File: src/sv/ffba_div.sv
`timescale 1ns / 1ps
// ---------------------------------------------------------------------------
// ffba_div
// Byte count to unit count for a power-of-two unit size, registered after start.
// ---------------------------------------------------------------------------
module ffba_div #(
  parameter int DIVISOR = 32
) (
  input  logic        clk,
  input  logic        rst_n,
  input  logic        start,
  input  logic [15:0] dividend,
  output logic        done,
  output logic [15:0] quotient
);

  localparam int SHIFT = $clog2(DIVISOR);

  logic [15:0] q_r, q_nxt;
  logic        done_r, done_nxt;

  always_comb begin
    done_nxt = start;
    q_nxt    = q_r;
    if (start) begin
      q_nxt = dividend >> SHIFT;
    end
  end

  always_ff @(posedge clk) begin
    if (!rst_n) begin
      done_r <= 1'b0;
    end else begin
      done_r <= done_nxt;
    end
    q_r <= q_nxt;
  end

  assign done     = done_r;
  assign quotient = q_r;

endmodule

File: config.mk
export PLATFORM = sky130hd
export DESIGN_NAME = ffba_div
export DESIGN_NICKNAME = d
export VERILOG_FILES = /design/src/sv/ffba_div.sv
export SDC_FILE = /design/constraint.sdc
export NUM_CORES = 1
export LEC_CHECK = 0
export BUFFER_PORTS_ARGS = -buffer_cell sky130_fd_sc_hd__buf_2
export CORE_AREA = 2 2 39 41
export DETAILED_ROUTE_END_ITERATION = 16
export DIE_AREA = 0 0 41 43
export PLACE_DENSITY = 0.69
export SLEW_MARGIN = 20
export SYNTH_ARGS = -nofsm -noshare
export SYNTH_HDL_FRONTEND = slang
export SYNTH_SLANG_ARGS = --single-unit
File: constraint.sdc
create_clock -name clk -period 0.8 [get_ports clk]
set_input_delay 0.08 -clock clk [delete_from_list [all_inputs] [get_ports clk]]
set_output_delay 0.08 -clock clk [all_outputs]
set_load 0.1 [all_outputs]
-- Yosys cells after proc, flatten, opt, wreduce, memory -nomap -nowiden
Cells that the tools add are included.
- register bits: 12
- input bits: 19
- output and inout port bits: 17
- logic and storage cells: 2

-- Longest topological paths before layout
Gate-level depths: netlist of the first run.
- word-level depth: 0
- mapped depth: 1
- gate-level depth less buffers: 1

-- Worst setup path after synthesis of the first run
OpenSTA, ideal clock, no wires.
- path type: flip-flop to output port
- start point: reg done_r, in the netlist done
- end point: out done
- arrival time: 0.909 ns
- data required time: 0.720 ns
- slack: -0.189 ns
- stages on the path, launching flop included: 1
- buffers on the path: 0
- path through: dfxtp_1
- RTL lines (what ; line ; text):
    from (decl) ; 20 ; logic done_r, done_nxt;
    from (signal assigned) ; 34 ; done_r <= done_nxt;
    to (decl) ; 13 ; output logic done,
No word-level cell between the ends.

-- Worst setup path after layout of the first run
- start point: reg q_r[5], in the netlist quotient[5]
- end point: out quotient[5]
- RTL lines (what ; line ; text):
    from (decl) ; 19 ; logic [15:0] q_r, q_nxt;
    from (signal assigned) ; 36 ; q_r <= q_nxt;
    to (decl) ; 14 ; output logic [15:0] quotient
No word-level cell between the ends.

==> impl_metrics.yaml, run 1 <==
yosys:
  post-synth-top-count-cell: "edfxtp_1"
  synth_xor_area_share_pct: 0
  synth-simple-area-share_pct: 1.57
  postSynthCellCount: 19
  synth_top_flop_cell: "edfxtp_1"
  synth_area_per_cell_sq_um: 20.9
  synth_cell_type_count: 5
  syn_area_sq_um: 398
  synthTopCellsByArea: "edfxtp_1, buf_4, dfxtp_1"
  synth_top_family_by_area: "buffers and inverters"
  yosysTopAreaCell: "edfxtp_1"
  synth_adder_area_share_pct: 0
  yosysSeqAreaShare_pct: 88.1
  synth_compound_area_share_pct: 0
  netlist_top_cells_count: "edfxtp_1, buf_4, and2_1, conb_1, dfxtp_1"
  yosysTopAreaCellShare_pct: 83.0
  yosys_register_bits: 12
  synth_warnings: 0
  ys_async_sr_fraction_pct: 0
  synth_edf_count: 11
  synthMuxAreaShare_pct: 0
route:
  drtPass1Iterations: 4
  routedWlPerCell_um: 11.9
  ant_nets: 0
  via_per_inst: 4.05
  drt-initial-drc-count: 6
  vias: 300
  drc_errors: 0
  finalWirelength_um: 884
setup_path:
  startpoint: "quotient[5]"
  critPathTopFamily: "flip-flops"
  cp_slowest_cell: "edfxtp_1"
  cp-end-kind: "primary output"
  arrival_ns: 0.89
  critPathMaxStageDelay_ns: 0.43
  crit_cells: 1
  cp_max_fo: 1
  worst-path-buf-inv: 1
  start_kind: "register"
  crit_chain: "buf_12"
  required_ns: 0.72
  critPathKind: "reg -> out"
flow_run:
  drv_cap: 0
floorplan:
  rows: 14
  fp.dieH_um: 43
  coreArea_sq_um: 1380
  die_x_um: 41
  start_util_pct: 28.8
  dieArea_sq_um: 1760
  io_pins: 36
layout:
  drive_above_1_share_pct: 50.0
  finalNonFillerCells: 74
  final_util_pct: 60.6
  nFillCells: 108
  antennaDiodeCount: 0
  fin_area_sq_um: 838
  final_net_count: 78
  synthToLayoutAreaGrowth_pct: 111
timing:
  finalHoldViolCount: 0
  finalSetupViolations: 12
  rsz0062_at_grt: "true"
  period_share_pct: 121
  fmax_ghz: 1.03
  min_period_ns: 0.966
  timing.hold.ws_ns: 0.0220
  drv_slew: 0
  worst_slack_ns: -0.166
clocking:
  clk_pin_slew_ns: 0.07
  cts_sinks: 12
  cts_made_buffers: 3
  cts_tree: "done"
  clockBufferDepth: 2
  cts_root_buf: "clkbuf_4"
  postCtsSetupRepairBufs: 0
  cts-htree-levels: 1
pwr:
  powerDensity_nw_per_um2: 2240
  p_total_mw: 1.88
  vdd_drop_max_uv: 1020
  leakage_nw: 0.359
min_path:
  hp-class: "in -> reg"
  worstHoldStart: "rst_n"
  hold_path_depth: 2
run_status:
  violations: "negative setup slack"
  status: "complete, but fails checks"
global_routing:
  grt_max_degree: 13
  overflow: 0
  grt_first_pass_wirelength_um: 1350
  antenna_found_initial: 0
  first_global_vias: 326
  grt.total_usage_pct: 12.3
placement:
  portBuffers: 25
  finalWeightedCongestion: 0.635
  dpl_cell_area_sq_um: 702
  placed_cells: 59
==> cell families after synthesis <==
family / count (synthesis)
flops: 12
buf+inv: 5
other cells: 1
simple gates: 1
==> metal layers <==
| layer | GRT usage, % | wire length (um) | share of wire, % | vias to the layer above |
|---|---|---|---|---|
| met5 | 0 | 0 | 0 | - |
| met4 | 8.00 | 10 | 1.1 | 0 |
| met3 | 5.24 | 155 | 18 | 2 |
| met2 | 20.0 | 429 | 49 | 32 |
| met1 | 11.8 | 288 | 33 | 131 |
| li1 | - | - | - | 135 |
==> stage by stage <==
step	setup TNS [ns]	setup WS [ns]
after floorplan	-2.02	-0.184
after global placement	0	0.130
after detailed placement	0	0.112
after CTS	-1.93	-0.184
after global routing	-2.21	-0.202
final	-1.74	-0.166
==> cells in the final DEF, fill, tap and decap left out <==
cell and count:
dfxtp_2 1, and2_1 1, dlygate4sd3_1 11, buf_12 12, conb_1 5, buf_2 13, clkbuf_1 1, edfxtp_1 11
clkbuf_4 3
==> flip-flops by register name, indices dropped and copies added (netlist names) <==
register / count
done: 1
quotient: 11
==> final timing paths <==
path	slack, ns	endpoint
worst max-delay path	-0.17	quotient[5]
worst min-delay path	0.02	done
==> report_power, final <==
part           switching (mW)  internal, mW
Sequential             0.0378         0.740
Combinational           0.490         0.231
Clock                   0.188         0.193
==> area by class of cell <==
type | count | area [sq um] | share of cell area, %
timing repair buffer | 36 | 415 | 49.6
sequential | 12 | 352 | 41.9
clock buffer | 4 | 26.3 | 3.13
multi-input combinational | 6 | 25.0 | 2.99
tap | 16 | 20.0 | 2.39
==> timing repair <==
item,in CTS,in global routing
setup endpoints to repair,12,12
gates resized for setup,0,0
hold buffers,11,0
endpoints found under the hold margin,11,0
pin swaps,0,0
(Power assumes the default switching activity.)
==> run 2, diff against run 1 <==
Settings changed: ABC_AREA set to 1.
==> impl_metrics.yaml, run 2 <==
run_status:
  violations: "negative setup slack"
  status: "complete, but fails checks"
global_routing:
  first_global_vias: 299
  antenna_found_initial: 0
  overflow: 0
  grt.total_usage_pct: 12.0
  grt_first_pass_wirelength_um: 1270
  grt_max_degree: 13
timing:
  worst_slack_ns: -0.180
  fmax_ghz: 1.02
  drv_slew: 0
  period_share_pct: 122
  setup-tns-final_ns: -1.73
  rsz0062_at_grt: "true"
  finalSetupViolations: 12
  finalHoldViolCount: 0
  min_period_ns: 0.980
route:
  via_per_inst: 3.89
  vias: 296
  ant_nets: 0
  drtPass1Iterations: 1
  drc_errors: 0
  routedWlPerCell_um: 11.5
  drt-initial-drc-count: 0
  finalWirelength_um: 874
layout:
  drive_above_1_share_pct: 48.3
  finalNonFillerCells: 76
  synthToLayoutAreaGrowth_pct: 113
  final_cell_mix: "buf_2, dlygate4sd3_1, buf_12"
  antennaDiodeCount: 0
  final_net_count: 80
  mostFrequentLayoutCell: "buf_2"
  largest_reg_flops: 11
clocking:
  cts_root_buf: "clkbuf_4"
  cts_sinks: 12
  cts-htree-levels: 1
  cts_tree: "done"
  cts_made_buffers: 3
  clockBufferDepth: 2
  clk_pin_slew_ns: 0.07
  cts.repair.resized: 0
yosys:
  synth_xor_area_share_pct: 0
  synthTopCellsByArea: "edfxtp_1, buf_4, dfxtp_1"
  yosysTopAreaCellShare_pct: 82.8
  synth_adder_area_share_pct: 0
  yosys_register_bits: 12
  postSynthCellCount: 20
  synthMuxAreaShare_pct: 0
  synth_cell_type_count: 6
  synth_warnings: 0
  synth_top_family_by_area: "buffers and inverters"
  synth_compound_area_share_pct: 0
  ys_async_sr_fraction_pct: 0
  synth_edf_count: 11
  synth_area_per_cell_sq_um: 20.0
  yosysTopAreaCell: "edfxtp_1"
  synth-simple-area-share_pct: 0.940
  netlist_top_cells_count: "edfxtp_1, buf_4"
  synth_top_flop_cell: "edfxtp_1"
  post-synth-top-count-cell: "edfxtp_1"
  syn_area_sq_um: 399
  yosysSeqAreaShare_pct: 87.8
floorplan:
  io_pins: 36
  die_x_um: 41
  rows: 14
  fp.dieH_um: 43
  start_util_pct: 28.8
  dieArea_sq_um: 1760
  coreArea_sq_um: 1380
pwr:
  seq_power_share_pct: 41.8
  vdd_drop_max_uv: 944
  power_frac_comb_pct: 38.8
  leakage_nw: 0.371
  switching_share_pct: 38.1
  switchingPower_uw: 712
  internal-power_mw: 1.15
  power_frac_clock_pct: 19.4
  powerDensity_nw_per_um2: 2200
setup_path:
  required_ns: 0.72
  worst-path-buf-inv: 1
  critPathTopFamily: "flip-flops"
  startpoint: "quotient[8]"
  cp_slowest_cell: "edfxtp_1"
  critPathMaxStageDelay_ns: 0.44
  start_kind: "register"
  cp-end-kind: "primary output"
  cp_max_fo: 1
  arrival_ns: 0.90
  crit_chain: "buf_12"
  critPathKind: "reg -> out"
placement:
  placed_cells: 60
  portBuffers: 25
  finalWeightedCongestion: 0.620
  hpwl_um: 569
min_path:
  hp-class: "in -> reg"
  worstHoldStart: "start"
flow_run:
  drv_cap: 0
[run 2: cell types whose count changed after synthesis, sizes merged]
cell and change:
and2 -1, inv +1, nand2 +1
[run 2: area by class of cell]
cell class                 instances  area [sq um]
inverter                           1          3.75
tap                               16          20.0
clock inverter                     1          3.75
fill                             101           534
timing repair buffer              37           425
clock buffer                       3          22.5
multi-input combinational          6          22.5
sequential                        12           352
[run 2: routing by layer]
layer | routed length (um) | global-route usage, % | vias to the layer above | part of all wire (%)
li1 | - | - | 138 | -
met1 | 258 | 10.1 | 134 | 30
met5 | 0 | 0 | - | 0
met2 | 526 | 21.9 | 24 | 60
met4 | 0 | 8.00 | 0 | 0
met3 | 89 | 3.14 | 0 | 10
[run 2: tightest hold or removal path: stages]
cell,delay [ns]
buf_2,0.18
nand2_1,0.09
inv_1,0.03
[run 2: power by group through the flow]
stage	sequential (mW)	combinational, mW	clock, mW
6_report	0.779	0.725	0.362
5_1_grt	0.782	0.743	0.418
4_1_cts	0.779	0.724	0.381
3_5_place_dp	0.793	0.678	0
3_3_place_gp	0.790	0.673	0
2_1_floorplan	1.11	0.122	0
[run 2: what timing repair did]
action	in CTS	in global routing
hold buffers	12	0
hold endpoints to repair	12	0
setup endpoints to repair	12	12
buffers inserted	0	0
[run 2: kinds of logic after synthesis]
kind of cell,count (synthesis)
DFF,12
buffers and inverters,6
and+or+nand+nor,1
other,1
[run 2: path summary, 6_finish.rpt]
check                      to  slack [ns]  cells past startpoint
setup / recovery  quotient[8]       -0.18                      1
hold / removal           done        0.16                      3
[run 2: through the flow]
step / total power [mW] / utilization [%] / setup slack, ns / area [sq um] / hold slack [ns]
2_1_floorplan: 1.23 / - / -0.184 / 415 / 0.173
3_3_place_gp: 1.46 / 50.8 / 0.140 / 703 / 0.257
3_5_place_dp: 1.47 / 50.8 / 0.119 / 703 / 0.258
4_1_cts: 1.88 / 61.4 / -0.179 / 850 / 0.146
5_1_grt: 1.94 / 61.4 / -0.214 / 850 / 0.183
6_report: 1.87 / 61.4 / -0.180 / 850 / 0.157
==> run 3, diff against run 2 <==
Settings changed: SETUP_SLACK_MARGIN set to 0.15.
==> impl_metrics.yaml, run 3 (synthesis gave the netlist of run 2 again) <==
run_status:
  status: "complete, but fails checks"
  violations: "negative hold slack, negative setup slack"
route:
  drt-initial-drc-count: 1
  drtPass1Iterations: 2
  drc_errors: 0
  ant_nets: 0
  dr.max_layer_used: "met3"
  dr_wl_met2_um: 377
  routedWlPerCell_um: 10.8
  wl_met3_um: 121
  wl_met1_um: 201
  via_per_inst: 3.85
  finalWirelength_um: 699
  vias: 250
timing:
  drv_slew: 0
  rsz0062_at_grt: "true"
  min_period_ns: 0.961
  period_share_pct: 120
  worst_slack_ns: -0.161
  timing.hold.ws_ns: -0.0111
  finalHoldViolCount: 9
  finalSetupViolations: 12
  fmax_ghz: 1.04
floorplan:
  die_x_um: 41
  start_util_pct: 28.8
  fp.dieH_um: 43
  dieArea_sq_um: 1760
  io_pins: 36
  rows: 14
  coreArea_sq_um: 1380
setup_path:
  start_kind: "register"
  arrival_ns: 0.88
  critPathMaxStageDelay_ns: 0.43
  critPathTopFamily: "flip-flops"
  cp-end-kind: "primary output"
  required_ns: 0.72
  worst-path-buf-inv: 1
  cp_slowest_cell: "edfxtp_1"
  cp_max_fo: 1
  critPathKind: "reg -> out"
  crit_chain: "buf_12"
min_path:
  hold_path_depth: 1
  hp-class: "in -> reg"
  hold_path_end: "quotient[0]"
  worstHoldStart: "dividend[5]"
pwr:
  powerDensity_nw_per_um2: 2450
  seq_power_share_pct: 42.9
  switching_share_pct: 38.3
  vdd_drop_max_uv: 948
  internal-power_mw: 1.12
  power_frac_comb_pct: 37.5
  power_frac_clock_pct: 19.7
  switchingPower_uw: 696
  leakage_nw: 0.334
layout:
  synthToLayoutAreaGrowth_pct: 85.9
  mostFrequentLayoutCell: "buf_2"
  antennaDiodeCount: 0
  multiInputGateArea_sq_um: 22.5
  final_cell_mix: "buf_2, buf_12, edfxtp_1"
  drive_above_1_share_pct: 59.2
  largest_reg_flops: 11
  regArea_sq_um: 352
  nFillCells: 112
  final_net_count: 69
placement:
  hpwl_um: 569
  pre_cts_ws_ns: 0.119
  finalWeightedCongestion: 0.620
  portBuffers: 25
global_routing:
  grt_first_pass_wirelength_um: 1000
  overflow: 0
  grt.total_usage_pct: 9.47
  grt_max_degree: 13
  antenna_found_initial: 0
  first_global_vias: 248
clocking:
  cts_sinks: 12
  clockBufferDepth: 2
  cts_tree: "done"
  cts_root_buf: "clkbuf_4"
  hold_buffers: 1
  cts-htree-levels: 1
  postCtsSetupRepairBufs: 0
  clk_pin_slew_ns: 0.07
  cts_made_buffers: 3
flow_run:
  drv_cap: 0
run 3: cell types whose count changed in the layout (fill, tap and decap cells not counted):
cell,previous run,this run
dlymetal6s4s_1,0,1
dlygate4sd3_1,12,0
run 3: area by class of cell:
type                       instances  area share, %
sequential                        12           47.4
timing repair buffer              26           42.8
clock buffer                       3           3.04
multi-input combinational          6           3.04
inverter                           1          0.506
clock inverter                     1          0.506
tap                               16           2.70
run 3: power groups by stage:
stage | registers (mW) | clock network, mW | logic [mW]
3_5_place_dp | 0.793 | 0 | 0.678
5_1_grt | 0.781 | 0.415 | 0.697
6_report | 0.778 | 0.357 | 0.681
4_1_cts | 0.779 | 0.381 | 0.682
2_1_floorplan | 1.11 | 0 | 0.122
3_3_place_gp | 0.790 | 0 | 0.673
run 3: per-layer routing:
metal / vias up / GRT usage (%)
met5: - / 0
met4: 0 / 8.00
met3: 0 / 4.19
met2: 24 / 15.6
met1: 110 / 7.69
li1: 116 / -
run 3: worst max path at each step:
stage | from | endpoint | cells after the start
global route | quotient[1] | quotient[1] | 1
floorplan | quotient[0] | quotient[0] | 0
detailed placement | quotient[1] | quotient[1] | 1
finish | quotient[1] | quotient[1] | 1
CTS | quotient[1] | quotient[1] | 1
global placement | quotient[1] | quotient[1] | 1
run 3: timing repair:
item	CTS	global route
endpoints found under the hold margin	12	11
endpoints found under the setup margin	12	13
gates cloned	0	0
resized for setup	0	1
run 3: metrics by stage:
stage	util [%]	instance area, sq um	instances	setup TNS (ns)	power, mW
after detailed placement	50.8	703	60	0	1.47
final	53.6	742	65	-1.68	1.82
after floorplan	-	415	24	-2.02	1.23
after global placement	50.8	703	60	0	1.46
after global routing	53.6	742	65	-2.10	1.89
after CTS	53.4	739	65	-1.87	1.84
