==> src/sv/ffba_ram.sv <==
`timescale 1ns / 1ps
// ---------------------------------------------------------------------------
// ffba_ram
// Generic one-write one-read RAM with registered read data.
// ---------------------------------------------------------------------------
module ffba_ram #(
  parameter int WIDTH = 8,
  parameter int DEPTH = 16
) (
  input  logic                     clk,
  input  logic                     we,
  input  logic [$clog2(DEPTH)-1:0] waddr,
  input  logic [WIDTH-1:0]         wdata,
  input  logic [$clog2(DEPTH)-1:0] raddr,
  output logic [WIDTH-1:0]         rdata
);

  logic [WIDTH-1:0] mem [DEPTH];

  always_ff @(posedge clk) begin
    if (we) begin
      mem[waddr] <= wdata;
    end
    rdata <= mem[raddr];
  end

endmodule

==> config.mk <==
export PLATFORM = sky130hd
export DESIGN_NAME = ffba_ram
export DESIGN_NICKNAME = d
export VERILOG_FILES = /design/src/sv/ffba_ram.sv
export SDC_FILE = /design/constraint.sdc
export NUM_CORES = 1
export LEC_CHECK = 0
export ABC_CLOCK_PERIOD_IN_PS = 2500
export BUFFER_PORTS_ARGS = -buffer_cell sky130_fd_sc_hd__buf_4
export CORE_ASPECT_RATIO = 1.75
export CORE_MARGIN = 2
export CORE_UTILIZATION = 45
export DETAILED_ROUTE_END_ITERATION = 8
export MAX_ROUTING_LAYER = met4
export SYNTH_ARGS = -nofsm -noshare
export SYNTH_HDL_FRONTEND = slang
export SYNTH_SLANG_ARGS = --single-unit
==> constraint.sdc <==
create_clock -name clk -period 2.5 [get_ports clk]
set_clock_uncertainty 0.05 [all_clocks]
set_input_delay 0.375 -clock clk [delete_from_list [all_inputs] [get_ports clk]]
set_output_delay 0.375 -clock clk [all_outputs]
set_load 0.05 [all_outputs]
Word level (Yosys, flattened, before mapping). Memory sizes are Yosys's and may differ from the RTL's. A register that Yosys moved wholly into a read port is not among the register bits. Cells that the tools add are included. W data, S select, Z words.

Memory bits (writable): 128. Flip-flop bits (word level): 0. Input bits: 18. Memories kept: 1.

Multiplexer cells: 2.

Memories: mem (depth 16, width 8, read ports 1, clocked after memory_dff 1, wr ports 1, line 18) `logic [WIDTH-1:0] mem [DEPTH];`.

Operators by type and width (count): $mux W1 (2).

Logic depth before layout (Yosys ltp). Gate-level depths: netlist of the first run.

Depth in word-level cells: 2. Mapped depth: 5. Gate-level depth less buffers: 3.

Worst setup path before layout of the first run. Ideal clock, no wire load.

Kind: input -> register. Start: input port waddr[2]. End: memory mem[0][0], enable pin. Library setup time: 0.383 ns. Arrival: 1.485 ns. Stages: 2. Buffers on the path: 0. Slack: 0.582 ns. Data required time: 2.067 ns. Cell sequence: or3b_2 -> nor3_1.

RTL lines: start: declaration (line 12) `input logic [$clog2(DEPTH)-1:0] waddr,`; end: declaration (line 18).

Straight into the memory's write port.

==> results.py, run 1 <==
metrics = {
    "run_status": {
        "status": "finished, final reports clean",
    },
    "routing": {
        "post_drt_wl_per_cell_um": 23.3,
        "num_vias": 2472,
        "drc": 0,
        "totalWireLength_um": 10000,
        "drtPass1Iterations": 5,
        "drt.antenna.violating_nets": 0,
        "dr.first_iter.drc_count": 195,
        "routed_via_density": 5.75,
    },
    "finish": {
        "final_area_sq_um": 6180,
        "diodes": 0,
        "stdcell_count": 430,
        "regArea_sq_um": 4000,
        "nets": 303,
        "drive_gt1_share_pct": 32.6,
        "n_fill_cell": 847,
        "syn2layout_area_growth_pct": 20.1,
        "multiInputGateArea_sq_um": 1060,
    },
    "flow_run": {
        "cap_violations": 0,
    },
    "hold_path": {
        "whs_path_depth": 1,
        "worstHoldEndpoint": "mem[0][6]",
        "min_path_type": "input pin to flip-flop",
        "hold_path_startpoint": "wdata[6]",
    },
    "logic_synthesis": {
        "synth_seq_area_share_pct": 77.8,
        "synth_cells": 229,
        "syn_area_per_cell_sq_um": 22.5,
        "yosysWarnings": 0,
        "ys_types": 19,
        "synth_edf_count": 128,
        "synth_nets": 247,
        "synth_async_sr_flop_share_pct": 0,
        "synthFlopType": "edfxtp_1",
        "yosysTopAreaCell": "edfxtp_1",
        "synth_seq_cells": 136,
        "synth_area_leaders": "edfxtp_1 (75%), mux4_2 (7.9%), mux4_1 (7.1%)",
        "syn_area_sq_um": 5150,
        "synth_top_cell_area_share_pct": 74.7,
    },
    "clock_network": {
        "cts_buffers": 17,
        "cts_tree": "built",
        "cts_sinks": 136,
        "cts_resized": 0,
        "cts_hold_buf": 0,
        "clock_path_buffers": 2,
        "clockRootBuffer": "clkbuf_16",
        "clock_latency_ns": 0.42,
        "htreeDepth": 4,
        "postCtsSetupBuffers": 0,
        "clk_pin_slew_worst_paths_ns": 0.06,
    },
    "place": {
        "post_dp_cell_area_sq_um": 5580,
        "portBuffers": 25,
        "dp_hpwl_um": 6610,
        "routabilityCongestion": 0.790,
        "placedCellCount": 398,
    },
    "die": {
        "ioPinCount": 26,
        "fp-row-count": 51,
        "dieArea_sq_um": 12300,
        "floorplan.die.height_um": 145,
        "die_x_um": 84.9,
        "start_util_pct": 46.1,
        "core_sq_um": 11200,
    },
    "worst_setup_path": {
        "critPathLaunch": "raddr[0]",
        "path_cells": "buf_4 -> buf_4 -> mux4_1 -> a22oi_1 -> nand2_1",
        "crit_slowest_cell": "mux4_1",
        "worstPathRequired_ns": 2.75,
        "rr_startpoint": "mem[3][4]",
        "slowest_delay_ns": 0.58,
        "rr_worst_depth": 3,
        "timing.critical_path.mode_cell": "buf_4",
        "crit_arrival_ns": 1.81,
        "r2r_end": "rdata[4]",
        "startpoint_type": "input pin",
        "crit_fanout": 17,
        "path_class": "input pin to flip-flop",
        "r2r_slack_ns": 1.06,
        "worstSetupEndpointType": "flip-flop",
    },
    "global_routing": {
        "busiest_layer": "met2",
        "grt_pass1_wl_um": 15600,
        "grt_start_max_net_pins": 33,
        "grtUsageTotal_pct": 18.3,
        "grt_overflow": 0,
        "antenna_found_initial": 0,
        "grt_pass1_vias": 2663,
        "met2_usage_pct": 31.1,
        "grt_use_met3_pct": 4.88,
        "grt_util_met1_pct": 20.2,
    },
    "sta": {
        "fin_crit_ns": 1.56,
        "finalHoldViolCount": 0,
        "max-slew-margin-rel_pct": 69.1,
        "worst_pin_slew_ns": 0.463,
        "setup_viol": 0,
        "tns_ns": 0,
        "fin_hold_ws_ns": 0.221,
        "clock.fmax_mhz": 640,
        "drv_slew": 0,
        "rsz0062_at_grt": "false",
        "period_share_pct": 62.5,
    },
    "power": {
        "p_leak_uw": 0.00212,
        "p_per_area_nw_per_um2": 871,
        "irDropWorstVdd_uv": 537,
    },
}
==> state kept, by name, summed over array words and instances, names as in the netlist <==
signal and flops:
mem 128, rdata 8
==> how the worst max path moves through the flow <==
stage                end
3_5_place_dp    rdata[3]
6_report        rdata[5]
4_1_cts         rdata[3]
2_1_floorplan  mem[0][0]
3_3_place_gp    rdata[2]
5_1_grt         rdata[5]
==> cells in the mapped netlist, types with 2 or more instances <==
master	count
buf_6	3
a22oi_1	16
buf_2	3
mux4_2	18
nand2b_1	2
nor3_1	4
nor2_1	13
mux4_1	14
edfxtp_1	128
nand2_1	9
dfxtp_1	8
nand3b_1	2
clkdlybuf4s25_2	3
==> final cells by class <==
type	instances	area share [%]
timing repair buffer	47	5.71
tap	132	2.67
clock inverter	14	2.79
clock buffer	18	6.94
sequential	136	64.8
multi-input combinational	83	17.1
==> cell usage in the layout (no fill, tap or decap), types with 3 or more instances in the layout <==
cell / count
bufinv_16: 3
mux4_1: 14
edfxtp_1: 128
a22oi_1: 16
nor3_1: 4
clkinv_2: 3
inv_6: 4
buf_4: 47
nand2_1: 9
dfxtp_1: 8
nor2_1: 13
clkbuf_16: 17
mux4_2: 18
==> critical path, delay by kind of cell <==
family	cells	cell delay (ns)
multiplexers	1	0.58
buffers and inverters	2	0.54
AO/OA/AOI/OAI	1	0.22
AND/OR/NAND/NOR	1	0.08
==> cell families after synthesis <==
group | share of synthesized area (%)
buffers and inverters | 1.68
DFF | 77.8
AOI/OAI and AO/OA | 2.33
muxes | 15.0
and+or+nand+nor | 3.18
==> through the flow <==
step                total power (uW)  setup slack, ns  util, %
global route                    5540            0.834     55.4
finish                          5380            0.938     55.4
CTS                             5430            0.909     55.4
global placement                2910            0.477     50.0
floorplan                       2790            0.582        -
detailed placement              2920            0.479     50.0
==> report_power, final <==
group	total [uW]	switching, uW	internal, uW
registers	2560	14.4	2550
clock network	2520	944	1580
logic	300	182	118
total	5380	1140	4240
==> layer usage <==
layer	up-vias	wire (um)
met5	-	0
met4	0	187
met3	15	447
met2	82	5700
met1	1290	3710
li1	1085	-
(Power assumes the default switching activity.)
==> run 2: changes to the inputs <==
Settings changed: ABC_CLOCK_PERIOD_IN_PS 2500 to 1250.
Clock period 2.5 ns to 1.25 ns, I/O delays scaled along.
==> results.py, run 2 (synthesis results as in run 1) <==
metrics = {
    "run_status": {
        "status": "finished, violations left",
        "violations": "setup timing",
    },
    "sta": {
        "finalHoldViolCount": 0,
        "worst_pin_slew_ns": 1.06,
        "rsz0062_at_grt": "true",
        "tns_ns": -0.199,
        "fin_crit_ns": 1.30,
        "drv_slew": 0,
        "fin_ws_ns": -0.0547,
        "max-slew-margin-rel_pct": 29.0,
        "clock.fmax_mhz": 766,
        "setup_viol": 7,
        "fin_hold_ws_ns": 0.0259,
        "period_share_pct": 104,
    },
    "routing": {
        "post_drt_wl_per_cell_um": 22.5,
        "drtPass1Iterations": 4,
        "dr.first_iter.drc_count": 135,
        "num_vias": 2421,
        "routed_via_density": 5.47,
        "totalWireLength_um": 9980,
        "drc": 0,
        "drt.antenna.violating_nets": 0,
    },
    "place": {
        "dp_hpwl_um": 6980,
        "post_dp_cell_area_sq_um": 5790,
        "portBuffers": 25,
        "routabilityCongestion": 0.782,
        "placedCellCount": 411,
    },
    "die": {
        "ioPinCount": 26,
        "fp-row-count": 51,
        "die_x_um": 84.9,
        "core_sq_um": 11200,
        "floorplan.die.height_um": 145,
        "dieArea_sq_um": 12300,
        "start_util_pct": 46.1,
    },
    "worst_setup_path": {
        "worstPathRequired_ns": 1.49,
        "crit_arrival_ns": 1.55,
        "crit_fanout": 1,
        "path_class": "flip-flop to flip-flop",
        "startpoint_type": "flip-flop",
        "worstSetupEndpointType": "flip-flop",
    },
    "finish": {
        "regMostFlops": "mem",
        "top_regs": "mem (128), rdata (8)",
        "layout_common_cells": "edfxtp_1 (128), buf_4 (50), mux4_2 (32), clkbuf_16 (17)",
        "diodes": 0,
        "multiInputGateArea_sq_um": 1110,
        "largest_reg_flops": 128,
        "drive_gt1_share_pct": 45.7,
        "final_area_sq_um": 6440,
        "layout.cells.most_common": "edfxtp_1",
        "stdcell_count": 443,
        "syn2layout_area_growth_pct": 25.0,
        "regArea_sq_um": 4000,
        "n_fill_cell": 847,
        "nets": 316,
    },
    "clock_network": {
        "clk_pin_slew_worst_paths_ns": 0.06,
        "clockRootBuffer": "clkbuf_16",
        "clock_latency_ns": 0.41,
        "cts_sinks": 136,
        "cts_tree": "built",
        "cts_hold_buf": 0,
        "clock_path_buffers": 2,
        "postCtsSetupBuffers": 0,
        "htreeDepth": 4,
        "cts_buffers": 17,
    },
    "flow_run": {
        "cap_violations": 0,
    },
    "power": {
        "p_leak_uw": 0.00218,
        "p_per_area_nw_per_um2": 1670,
        "irDropWorstVdd_uv": 1050,
    },
    "global_routing": {
        "grt_start_max_net_pins": 17,
        "grt_pass1_vias": 2705,
        "grt_pass1_wl_um": 15600,
        "antenna_found_initial": 0,
        "grtUsageTotal_pct": 18.3,
        "grt_overflow": 0,
    },
    "hold_path": {
        "min_path_type": "input pin to flip-flop",
    },
}
==> run 2: metrics by stage <==
step / setup WS [ns] / power, uW / util, %
2_1_floorplan: -0.121 / 5610 / -
3_3_place_gp: -0.339 / 5890 / 51.9
3_5_place_dp: -0.300 / 5910 / 51.9
4_1_cts: -0.0679 / 10800 / 57.4
5_1_grt: -0.119 / 11100 / 57.6
6_report: -0.0547 / 10700 / 57.6
==> run 2: report_power, final <==
part / total, uW / switching, uW / internal [uW] / leakage [uW]
Sequential: 5130 / 32.9 / 5100 / 0.00122
Clock: 4910 / 1750 / 3160 / 0.000299
Combinational: 702 / 400 / 302 / 0.000662
Total: 10700 / 2180 / 8560 / 0.00218
==> run 2: area by class of cell <==
cell class                 instances  area share [%]
tap                              132            2.57
timing repair buffer              60            8.81
multi-input combinational         83            17.2
sequential                       136            62.2
clock buffer                      18            6.82
clock inverter                    14            2.41
==> run 2: what timing repair did <==
action	4_1_cts	5_1_grt
endpoints found under the setup margin	8	9
pin swaps	4	4
gates resized for setup	7	5
==> run 2: per-layer routing <==
| layer | wire length [um] | up-vias | track usage [%] |
|---|---|---|---|
| met5 | 0 | - | - |
| met4 | 255 | 0 | 8.10 |
| met3 | 311 | 23 | 4.31 |
| met2 | 5750 | 55 | 32.3 |
| met1 | 3660 | 1245 | 19.3 |
| li1 | - | 1098 | - |
==> run 2: path summary, 6_finish.rpt <==
kind,startpoint,endpoint,slack [ns],cells past startpoint
worst max-delay path,mem[2][6],rdata[6],-0.05,3
worst min-delay path,wdata[0],mem[5][0],0.03,1
worst max register to register,mem[2][6],rdata[6],-0.05,3
worst min register to register,mem[10][2],rdata[2],0.63,3
==> run 2: critical path: stages (launching register included) <==
cell and delay, ns:
edfxtp_1 0.37, mux4_2 0.48, a22oi_2 0.21, nand2_1 0.08
==> run 3: changes to the inputs <==
Settings changed: ABC_AREA set to 1, HOLD_SLACK_MARGIN set to 0.06, MAX_ROUTING_LAYER met4 to unset.
==> results.py, run 3 <==
metrics = {
    "flow_run": {
        "cap_violations": 0,
    },
    "logic_synthesis": {
        "ys_top_cells_by_count": "nand2_1 (173), edfxtp_1 (128), inv_1 (100), nand3_1 (97), nor2_1 (17)",
        "syn_area_sq_um": 5770,
        "synth_top_cell_area_share_pct": 66.7,
        "synth_cells": 551,
        "synth_seq_cells": 136,
        "yosysTopAreaCell": "edfxtp_1",
        "synth_edf_count": 128,
        "synth_nets": 569,
        "synth_area_leaders": "edfxtp_1 (67%), nand2_1 (11%), nand3_1 (8.4%)",
        "yosysMostFrequentCell": "nand2_1",
        "synthFlopType": "edfxtp_1",
        "yosysWarnings": 0,
        "synth_seq_area_share_pct": 69.4,
        "ys_types": 12,
        "synth_async_sr_flop_share_pct": 0,
        "syn_area_per_cell_sq_um": 10.5,
    },
    "sta": {
        "rsz0062_at_grt": "false",
        "setup_viol": 0,
        "drv_slew": 0,
        "worst_pin_slew_ns": 0.311,
        "clock.fmax_mhz": 830,
        "max-slew-margin-rel_pct": 79.3,
        "finalHoldViolCount": 0,
        "period_share_pct": 96.4,
        "tns_ns": 0,
        "fin_ws_ns": 0.0447,
        "fin_crit_ns": 1.21,
    },
    "worst_setup_path": {
        "slowest_delay_ns": 0.38,
        "crit_arrival_ns": 0.97,
        "crit_fanout": 1,
        "crit_slowest_cell": "dfxtp_1",
        "worstPathRequired_ns": 1.01,
        "worstSetupEndpointType": "primary output",
        "crit_cells": 1,
        "r2r_slack_ns": 0.13,
        "path_class": "flip-flop to primary output",
        "path_cells": "buf_6",
        "crit_family": "flip-flops",
        "startpoint_type": "flip-flop",
        "rr_worst_depth": 6,
        "crit_buf_inv": 1,
    },
    "hold_path": {
        "whs_path_depth": 1,
        "min_path_type": "input pin to flip-flop",
    },
    "run_status": {
        "status": "finished, final reports clean",
    },
    "finish": {
        "regMostFlops": "mem",
        "largest_reg_flops": 128,
        "layout_common_cells": "nand2_1 (173), edfxtp_1 (128), inv_1 (100), nand3_1 (97), buf_4 (45)",
        "top_regs": "mem (128), rdata (8)",
        "syn2layout_area_growth_pct": 20.1,
        "fin_util_pct": 55.4,
        "layout.cells.most_common": "nand2_1",
        "nets": 616,
        "diodes": 0,
        "drive_gt1_share_pct": 13.3,
        "final_area_sq_um": 6930,
    },
    "die": {
        "start_util_pct": 46.1,
        "fp-row-count": 54,
        "die_x_um": 89.6,
        "ioPinCount": 26,
        "core_sq_um": 12500,
        "dieArea_sq_um": 13800,
        "floorplan.die.height_um": 154,
    },
    "place": {
        "portBuffers": 25,
        "dp_hpwl_um": 9040,
        "post_dp_cell_area_sq_um": 6260,
        "preCtsSetupSlack_ns": -0.0963,
        "routabilityCongestion": 0.873,
    },
    "routing": {
        "drc": 0,
        "routed_via_density": 4.89,
        "totalWireLength_um": 13700,
        "post_drt_wl_per_cell_um": 17.6,
        "drtPass1Iterations": 5,
        "dr.first_iter.drc_count": 280,
        "drt.antenna.violating_nets": 0,
        "num_vias": 3813,
    },
    "global_routing": {
        "grt_overflow": 0,
        "grt_pass1_wl_um": 21400,
        "grt_pass1_vias": 3921,
        "antenna_found_initial": 0,
        "grt_start_max_net_pins": 64,
        "grtUsageTotal_pct": 21.6,
    },
    "power": {
        "p_leak_uw": 0.00302,
        "finalPower_uw": 11500,
        "irDropWorstVdd_uv": 1230,
        "p_per_area_nw_per_um2": 1650,
    },
    "clock_network": {
        "clock_latency_ns": 0.41,
        "postCtsSetupBuffers": 0,
        "cts_sinks": 136,
        "clockRootBuffer": "clkbuf_16",
        "cts_buffers": 17,
        "clock_path_buffers": 2,
        "clk_pin_slew_worst_paths_ns": 0.06,
        "cts_tree": "built",
        "htreeDepth": 4,
    },
}
==> run 3: cell types whose count changed in the layout (fill, tap and decap cells not counted), sizes merged, moves of 3 or more <==
cell    previous run  this run
buf               60        51
nand3              1        97
inv                1       102
nor2              13        17
mux4              32         0
nand2              9       173
nor3               4         0
a22oi             16         0
bufinv             3         6
==> run 3: cell type report <==
type	count	area, sq um
inverter	102	383
multi-input combinational	289	1210
timing repair buffer	52	459
fill	1098	5570
sequential	136	4000
tap	168	210
clock buffer	17	425
clock inverter	15	231
==> run 3: path summary, 6_finish.rpt <==
check,to,startpoint
max,rdata[2],rdata[2]
min,mem[7][3],wdata[3]
max reg2reg,rdata[1],mem[7][1]
min reg2reg,rdata[3],mem[10][3]
==> run 3: kinds of logic (layout without fill, tap and decap cells) <==
| logic type | count (synthesis) | in the layout | share of synthesized area, % |
|---|---|---|---|
| flip-flops | 136 | 136 | 69.4 |
| buffers and inverters | 126 | 186 | 9.52 |
| AND/OR/NAND/NOR | 289 | 289 | 21.0 |
==> run 3: per-layer routing <==
| layer | up-vias | global-route usage (%) | share of wire, % | wire length, um |
|---|---|---|---|---|
| met5 | - | 0 | 0 | 0 |
| met3 | 21 | 4.08 | 3.4 | 469 |
| li1 | 1871 | - | - | - |
| met4 | 0 | 7.96 | 2.2 | 296 |
| met2 | 95 | 37.1 | 54 | 7470 |
| met1 | 1826 | 26.3 | 40 | 5500 |
==> run 3: stage by stage <==
step                      hold slack [ns]  cells
after CTS                           0.105    779
after detailed placement            0.462    746
after global routing                0.103    779
final                              0.0980    779
after global placement              0.465    746
after floorplan                     0.236    551
==> run 3: what timing repair did <==
| item | in CTS | in global routing |
|---|---|---|
| setup endpoints to repair | 1 | 0 |
| endpoints found under the hold margin | 4 | 0 |
| gates resized for setup | 1 | 0 |
| hold buffers | 1 | 0 |
==> run 3: power by group <==
part / internal [uW] / switching [uW]
Sequential: 5100 / 32.9
Combinational: 246 / 556
Clock: 3710 / 1810
Total: 9060 / 2400
